### src/sv/bdi_pkg.sv
package bdi_pkg;

  localparam int CHUNK_W = 64;
  localparam int SIZE_W = 7;
  localparam int SIZE_SAT = 127;
  localparam int DEFAULT_MAX_LINE_BYTES = 64;

  // base/delta encodings in order of preference, sizes in bytes
  localparam int NUM_ENC = 6;
  localparam int ENC_BASE_BYTES [NUM_ENC] = '{8, 4, 8, 2, 4, 8};
  localparam int ENC_DELTA_BYTES [NUM_ENC] = '{1, 1, 2, 1, 2, 4};

  localparam int SIZE_ALL_ZERO = 1;
  localparam int SIZE_REPEATED = 8;

endpackage

### src/sv/bdi_chunk_if.sv
interface bdi_chunk_if
  import bdi_pkg::*;
();
  logic               valid;
  logic               ready;
  logic [CHUNK_W-1:0] chunk;
  logic               last_chunk;

  modport source (output valid, output chunk, output last_chunk, input ready);
  modport sink (input valid, input chunk, input last_chunk, output ready);
endinterface

### src/sv/bdi_result_if.sv
interface bdi_result_if
  import bdi_pkg::*;
();
  logic              valid;
  logic              ready;
  logic [SIZE_W-1:0] compressed_bytes;

  modport source (output valid, output compressed_bytes, input ready);
  modport sink (input valid, input compressed_bytes, output ready);
endinterface

### src/sv/bdi_compressed_length_core.sv
// path: a line's final chunk is held in the input register, and its size is then registered in
// the result register; a final chunk waits only while the previous size is unsent
// throughput: one chunk per cycle while no final chunk waits; the per-chunk checks sit
// between the input register and the line state, so nothing iterates
// reset: rst_n synchronous active low; clears the pipeline valids, the chunk
// count and the per-encoding state, payload registers are left as they are
module bdi_compressed_length_core
  import bdi_pkg::*;
#(
  parameter int MAX_LINE_BYTES = DEFAULT_MAX_LINE_BYTES
) (
  input  logic         clk,
  input  logic         rst_n,
  bdi_chunk_if.sink    in_ch,
  bdi_result_if.source out_ch
);

  localparam int MAX_CHUNKS = MAX_LINE_BYTES / 8;
  localparam int CNT_W = $clog2(MAX_CHUNKS + 1);
  localparam int SUM_W = CNT_W + 4;

  // input register
  logic               s1_valid_r, s1_valid_nxt;
  logic [CHUNK_W-1:0] s1_chunk_r;
  logic               s1_last_r;

  // line state
  logic [CNT_W-1:0]   count_r, count_nxt;
  logic [CHUNK_W-1:0] first_r;
  logic               any_nonzero_r, any_nonzero_nxt;
  logic               any_differs_r, any_differs_nxt;
  logic [NUM_ENC-1:0] enc_broken_r;
  logic [NUM_ENC-1:0] enc_broken_c;

  // result register
  logic              out_valid_r, out_valid_nxt;
  logic [SIZE_W-1:0] out_size_r, out_size_nxt;

  logic               ends_line;
  logic               s2_go;
  logic               line_done;
  logic [CNT_W-1:0]   count_inc;
  logic [CHUNK_W-1:0] first_eff;
  logic               nonzero_c;
  logic               differs_c;
  logic [SUM_W-1:0]   enc_size [NUM_ENC];

  assign ends_line = s1_last_r || (count_r == CNT_W'(MAX_CHUNKS - 1));
  assign s2_go     = s1_valid_r && (!ends_line || !out_valid_r || out_ch.ready);
  assign line_done = s2_go && ends_line;
  assign in_ch.ready = !s1_valid_r || s2_go;

  assign s1_valid_nxt = in_ch.ready ? in_ch.valid : s1_valid_r;

  always_ff @(posedge clk) begin
    if (!rst_n) begin
      s1_valid_r <= 1'b0;
    end else begin
      s1_valid_r <= s1_valid_nxt;
    end
    if (in_ch.valid && in_ch.ready) begin
      s1_chunk_r <= in_ch.chunk;
      s1_last_r  <= in_ch.last_chunk;
    end
  end

  assign count_inc = count_r + CNT_W'(1);
  assign first_eff = (count_r == '0) ? s1_chunk_r : first_r;
  assign nonzero_c = any_nonzero_r || (s1_chunk_r != '0);
  assign differs_c = any_differs_r || (s1_chunk_r != first_eff);

  // one base/delta encoding per block; elements of a chunk are taken low first
  for (genvar k = 0; k < NUM_ENC; k++) begin : g_enc
    localparam int BB = ENC_BASE_BYTES[k];
    localparam int DB = ENC_DELTA_BYTES[k];
    localparam int BW = BB * 8;
    localparam int DW = DB * 8;
    localparam int NE = 8 / BB;
    localparam int DIFF_W = (BW == 64) ? 64 : BW + 1;
    localparam int MUL = NE * DB;

    logic [BW-1:0] base_r, base_c;
    logic          base_vld_r, base_vld_c;
    logic          broken_c;

    always_comb begin
      logic [BW-1:0]     elem;
      logic [BW:0]       dfull;
      logic [DIFF_W-1:0] d;
      logic              fit;
      base_c     = base_r;
      base_vld_c = base_vld_r;
      broken_c   = enc_broken_r[k];
      for (int e = 0; e < NE; e++) begin
        elem  = s1_chunk_r[e*BW +: BW];
        fit   = (&elem[BW-1:DW-1]) || !(|elem[BW-1:DW-1]);
        dfull = '0;
        d     = '0;
        if (!broken_c && !fit) begin
          // first element that does not fit on its own becomes the base
          if (!base_vld_c) begin
            base_c     = elem;
            base_vld_c = 1'b1;
          end
          dfull = {elem[BW-1], elem} - {base_c[BW-1], base_c};
          d     = dfull[DIFF_W-1:0];
          if (!((&d[DIFF_W-1:DW-1]) || !(|d[DIFF_W-1:DW-1]))) begin
            broken_c = 1'b1;
          end
        end
      end
    end

    assign enc_broken_c[k] = broken_c;
    assign enc_size[k] = SUM_W'(BB) + SUM_W'(count_inc) * SUM_W'(MUL);

    always_ff @(posedge clk) begin
      if (!rst_n) begin
        base_vld_r      <= 1'b0;
        enc_broken_r[k] <= 1'b0;
      end else if (s2_go) begin
        base_vld_r      <= line_done ? 1'b0 : base_vld_c;
        enc_broken_r[k] <= line_done ? 1'b0 : broken_c;
      end
    end

    always_ff @(posedge clk) begin
      if (s2_go) begin
        base_r <= base_c;
      end
    end
  end

  always_comb begin
    count_nxt       = count_r;
    any_nonzero_nxt = any_nonzero_r;
    any_differs_nxt = any_differs_r;
    if (s2_go) begin
      if (line_done) begin
        count_nxt       = '0;
        any_nonzero_nxt = 1'b0;
        any_differs_nxt = 1'b0;
      end else begin
        count_nxt       = count_inc;
        any_nonzero_nxt = nonzero_c;
        any_differs_nxt = differs_c;
      end
    end
  end

  always_comb begin
    logic [SUM_W-1:0] size;
    logic             found;
    size  = SUM_W'(count_inc) << 3;
    found = 1'b0;
    priority if (!nonzero_c) begin
      size = SUM_W'(SIZE_ALL_ZERO);
    end else if (!differs_c) begin
      size = SUM_W'(SIZE_REPEATED);
    end else begin
      for (int k = 0; k < NUM_ENC; k++) begin
        if (!found && !enc_broken_c[k]) begin
          size  = enc_size[k];
          found = 1'b1;
        end
      end
    end
    if (size > SUM_W'(SIZE_SAT)) begin
      out_size_nxt = SIZE_W'(SIZE_SAT);
    end else begin
      out_size_nxt = size[SIZE_W-1:0];
    end
  end

  always_comb begin
    out_valid_nxt = out_valid_r;
    if (line_done) begin
      out_valid_nxt = 1'b1;
    end else if (out_ch.ready) begin
      out_valid_nxt = 1'b0;
    end
  end

  always_ff @(posedge clk) begin
    if (!rst_n) begin
      count_r       <= '0;
      any_nonzero_r <= 1'b0;
      any_differs_r <= 1'b0;
      out_valid_r   <= 1'b0;
    end else begin
      count_r       <= count_nxt;
      any_nonzero_r <= any_nonzero_nxt;
      any_differs_r <= any_differs_nxt;
      out_valid_r   <= out_valid_nxt;
    end
    if (s2_go && (count_r == '0)) begin
      first_r <= s1_chunk_r;
    end
    if (line_done) begin
      out_size_r <= out_size_nxt;
    end
  end

  assign out_ch.valid            = out_valid_r;
  assign out_ch.compressed_bytes = out_size_r;

  a_result_from_line_end: assert property (@(posedge clk) disable iff (!rst_n)
    $rose(out_valid_r) |-> $past(line_done))
    else $error("result appeared without a line end");

  a_count_in_range: assert property (@(posedge clk) disable iff (!rst_n)
    count_r <= CNT_W'(MAX_CHUNKS - 1))
    else $error("chunk count ran past the line length");

  a_state_cleared: assert property (@(posedge clk) disable iff (!rst_n)
    line_done |=> (count_r == '0) && !any_nonzero_r && !any_differs_r &&
                  (enc_broken_r == '0))
    else $error("line state not cleared after line end");

  a_size_nonzero: assert property (@(posedge clk) disable iff (!rst_n)
    out_valid_r |-> (out_size_r != '0))
    else $error("zero compressed size");

endmodule

### src/flat_wrapper.sv
// flat-port wrapper written by rule: the top's interface ports become plain ports
module bdi_compressed_length_core_flat import bdi_pkg::*;
#(
  parameter int MAX_LINE_BYTES = DEFAULT_MAX_LINE_BYTES
)
  (clk, rst_n, in_ch_valid, in_ch_chunk, in_ch_last_chunk, in_ch_ready, out_ch_valid, out_ch_compressed_bytes, out_ch_ready);
  bdi_chunk_if in_ch_i ();
  bdi_result_if out_ch_i ();
  input  logic clk;
  input  logic rst_n;
  input wire logic [$bits(in_ch_i.valid)-1:0] in_ch_valid;
  input wire logic [$bits(in_ch_i.chunk)-1:0] in_ch_chunk;
  input wire logic [$bits(in_ch_i.last_chunk)-1:0] in_ch_last_chunk;
  output wire logic [$bits(in_ch_i.ready)-1:0] in_ch_ready;
  output wire logic [$bits(out_ch_i.valid)-1:0] out_ch_valid;
  output wire logic [$bits(out_ch_i.compressed_bytes)-1:0] out_ch_compressed_bytes;
  input wire logic [$bits(out_ch_i.ready)-1:0] out_ch_ready;
  assign in_ch_i.valid = in_ch_valid;
  assign in_ch_i.chunk = in_ch_chunk;
  assign in_ch_i.last_chunk = in_ch_last_chunk;
  assign in_ch_ready = in_ch_i.ready;
  assign out_ch_valid = out_ch_i.valid;
  assign out_ch_compressed_bytes = out_ch_i.compressed_bytes;
  assign out_ch_i.ready = out_ch_ready;
  bdi_compressed_length_core #(.MAX_LINE_BYTES(MAX_LINE_BYTES)) u_core (.clk(clk), .rst_n(rst_n), .in_ch(in_ch_i), .out_ch(out_ch_i));
endmodule
### config.mk
export PLATFORM = sky130hd
export DESIGN_NAME = bdi_compressed_length_core_flat
export DESIGN_NICKNAME = d
export VERILOG_FILES = /design/src/sv/bdi_pkg.sv /design/src/sv/bdi_chunk_if.sv /design/src/sv/bdi_result_if.sv /design/src/sv/bdi_compressed_length_core.sv /design/src/flat_wrapper.sv
export SDC_FILE = /design/constraint.sdc
export NUM_CORES = 2
export LEC_CHECK = 0
export ABC_AREA = 1
export BUFFER_PORTS_ARGS = -buffer_cell sky130_fd_sc_hd__buf_2
export CAP_MARGIN = 20
export CORE_ASPECT_RATIO = 1.4
export CORE_MARGIN = 10
export CORE_UTILIZATION = 45
export DETAILED_ROUTE_END_ITERATION = 10
export GPL_TIMING_DRIVEN = 0
export PLACE_DENSITY = 0.62
export SYNTH_ARGS = -nofsm -noshare
export SYNTH_HDL_FRONTEND = slang
export SYNTH_SLANG_ARGS = --single-unit
### constraint.sdc
create_clock -name clk -period 11.69 [get_ports clk]
set_input_delay 1.169 -clock clk [delete_from_list [all_inputs] [get_ports clk]]
set_output_delay 1.169 -clock clk [all_outputs]
set_load 0.02 [all_outputs]
==> metrics.txt <==
Total GRT Usage 35.3%; fraction of registers with async set/reset 0%; Sw Share 42.6%; Num CTS Buffers 51; input/output buffers 77; clk_lat worst skew 0.67 ns; Area growth, synth to finish 11.9%; period utilisation layout 85.2%; Hold Vio Cnt, Final 0; Slew HR 11.0%; Setup Buffers After CTS 0; Pwr Total 6270 uW; Via density 5.86; CTS tree built; Routed WL per cell 25.8 um; largest net degree at the start of global routing 65; RSZ-0062 raised after global routing no; layout cells sized above 1 7.88%; Crit path top cell by count nand2_1; number of remaining DRC errors 0; DRT Wirelength 195000 um; met1 Resource Use GR 36.5%; CTS sink cnt 428; Comb power frac 41.9%; root buf cell clkbuf_16; top cell type's share of synthesized area 28.6%; Post-Syn Area 42800 um2; Post-Syn Instances 6097; worst slew pin tran 1.32 ns; Layout Nets 6728; Clk pwr share 27.6%; min-delay worst type flip-flop to flip-flop; largest cells by area after synthesis edfxtp_1, nand2_1, ha_1; sequential power share 30.6%; predominant post-synthesis flop cell edfxtp_1; busiest grt layer met2; detailed-route via count 44296; crit end category flip-flop; final core utilization 50.9%; CP Launch Type flip-flop; starting density of the core 45.5%; placed cell areas 46100 um2; synth warn 0; hold-fix buffers at CTS 0; die area 108000 um2; I/O pin total 78; vias in the first global route 43038; critical path class flip-flop to flip-flop; Syn Area/Cell 7.03 um2; outcome finished, final reports clean; Tmin final 9.95 ns; First-pass DRT Iterations 7; count leader, synth nand2_1; Max Cap Violations 0; Final HPWL DP 156000 um; Leak 0.0209 uW; slowest CP cell o21ai_1; pwr/cell area 131 nW/um2; GR Util met2 60.5%; crit-path max FO 12; Core ar. 94200 um2; Post-synth EDFFs 408; Slew Viols, Final 0; initial antenna violation count 10; post-route ant nets 0; post-CTS sizing 0; synth unique cells 69; Arr. time, crit path 10.34 ns; Internal Power 3600 uW; Die Y 385 um; GP Congestion 1.05; setup_tns 0 ns; clk slew on worst S/H paths 0.06 ns; post-route cell area 47900 um2; CP peak stage delay 0.92 ns; dpl ws 2.13 ns; cell row count 133; Max VDD drop 0.131 mV; H-tree Lvls 2; sw power 2670 uW; Seq/Total Area, Yosys 29.5%; synth cell count leaders nand2_1, inv_1, o21ai_0; Layout Skew 0.0325 ns; Die W 281 um; initial drt markers 3824; met3 Resource Use GR 6.28%; grt ovf 0; CTS Buffer Depth 3; Fmax 0.100 GHz; first-pass GRT wire length 280000 um; FF+latch count, synth 428; Final setup viols 0; Syn Nets 6533; Req. time, crit path 12.07 ns; largest area contributor in the netlist edfxtp_1; min setup slack post-route 1.74 ns
cell usage in the layout (no fill, tap or decap), types with 13 or more instances in the layout:
cell,Yosys,routed
clkbuf_16,0,51
a21boi_0,14,14
nand3_2,14,14
nand4_1,130,130
clkbuf_1,107,109
buf_4,2,13
dfxtp_1,20,20
buf_16,0,37
xnor2_1,126,126
buf_2,11,90
a31oi_1,67,67
or2_2,190,190
nor2_1,506,502
o21ai_0,759,748
o21ai_1,18,29
nand2_1,1274,1274
o21a_1,26,26
a21oi_1,498,498
ha_1,367,367
xor2_1,143,143
a21o_1,28,28
clkinvlp_4,0,13
nand3_1,201,201
nor3_1,68,68
edfxtp_1,408,408
o21bai_1,25,25
nor4_1,61,61
o211ai_1,28,28
nand3b_1,18,18
inv_1,833,831
o221ai_1,13,13
critical path, delay by kind of cell (launching register included):
family,cells,cell delay [ns]
AOI/OAI and AO/OA,8,2.90
adders and majority gates,2,0.82
and+or+nand+nor,19,2.82
xor gates and xnor gates,2,0.35
buffers and inverters,7,1.81
DFF,1,0.90
power by group through the flow:
stage / clock (uW) / combinational, uW / sequential, uW
after detailed placement: 0 / 2550 / 1940
after global routing: 1790 / 2890 / 1920
final: 1730 / 2630 / 1920
after CTS: 1740 / 2560 / 1910
after global placement: 0 / 2430 / 2000
after floorplan: 0 / 1780 / 1890
area by class of cell:
| cell class | count | area, um2 |
|---|---|---|
| diodes | 4 | 10.0 |
| plain buffers | 128 | 526 |
| clock buffers | 54 | 1290 |
| clock inverters | 41 | 468 |
| fillers | 9510 | 46300 |
| inverters | 848 | 3190 |
| multi-input cells | 4693 | 26500 |
| flip-flops and latches | 428 | 12700 |
| well taps | 1215 | 1520 |
| repair buffers | 142 | 1760 |
registers in the layout, indices dropped and copies added, names as in the netlist:
signal and count:
u_core.any_differs_r 1, u_core.count_r 4, u_core.out_ch.compressed_bytes 7, u_core.enc_broken_r 6, u_core.any_nonzero_r 1, u_core.first_r 64
u_core.s1_last_r 1, u_core.g_enc.base_r 272, u_core.g_enc.base_vld_r 6, u_core.out_ch.valid 1, u_core.g_enc.$14.elem 64, u_core.s1_valid_r 1
metal layers:
metal | vias to the layer above | wire length (um)
li1 | 21222 | -
met1 | 20716 | 69000
met2 | 1715 | 93000
met3 | 643 | 11900
met4 | 0 | 21100
met5 | - | 0
final timing paths:
check | startpoint | end | slack (ns) | cells after the start
max | u_core.g_enc[0].$14.elem[2]$_DFFE_PP_ | u_core.g_enc[3].base_r[2]$_DFFE_PP_ | 1.74 | 38
min | u_core.g_enc[0].$14.elem[0]$_DFFE_PP_ | u_core.first_r[0]$_DFFE_PP_ | 0.45 | 0
max reg2reg | u_core.g_enc[0].$14.elem[2]$_DFFE_PP_ | u_core.g_enc[3].base_r[2]$_DFFE_PP_ | 1.74 | 38
min reg2reg | u_core.g_enc[0].$14.elem[0]$_DFFE_PP_ | u_core.first_r[0]$_DFFE_PP_ | 0.45 | 0
cell families (layout without fill, tap and decap cells):
group / after synthesis / after routing / share of synthesized area (%)
and+or+nand+nor: 2513 / 2513 / 26.0
AOI/OAI and AO/OA: 1537 / 1537 / 19.4
buffers and inverters: 976 / 1213 / 8.65
other: 0 / 4 / 0
adders and majority gates: 367 / 367 / 10.7
DFF: 428 / 428 / 29.5
xor gates and xnor gates: 269 / 269 / 5.50
muxes: 7 / 7 / 0.164
per-stage QoR:
stage	std cells	hold WS, ns
floorplan	6097	0.421
global placement	7389	0.424
detailed placement	7445	0.428
CTS	7540	0.454
global route	7549	0.464
finish	7553	0.448
No activity file was read; power rests on OpenSTA's default activity.
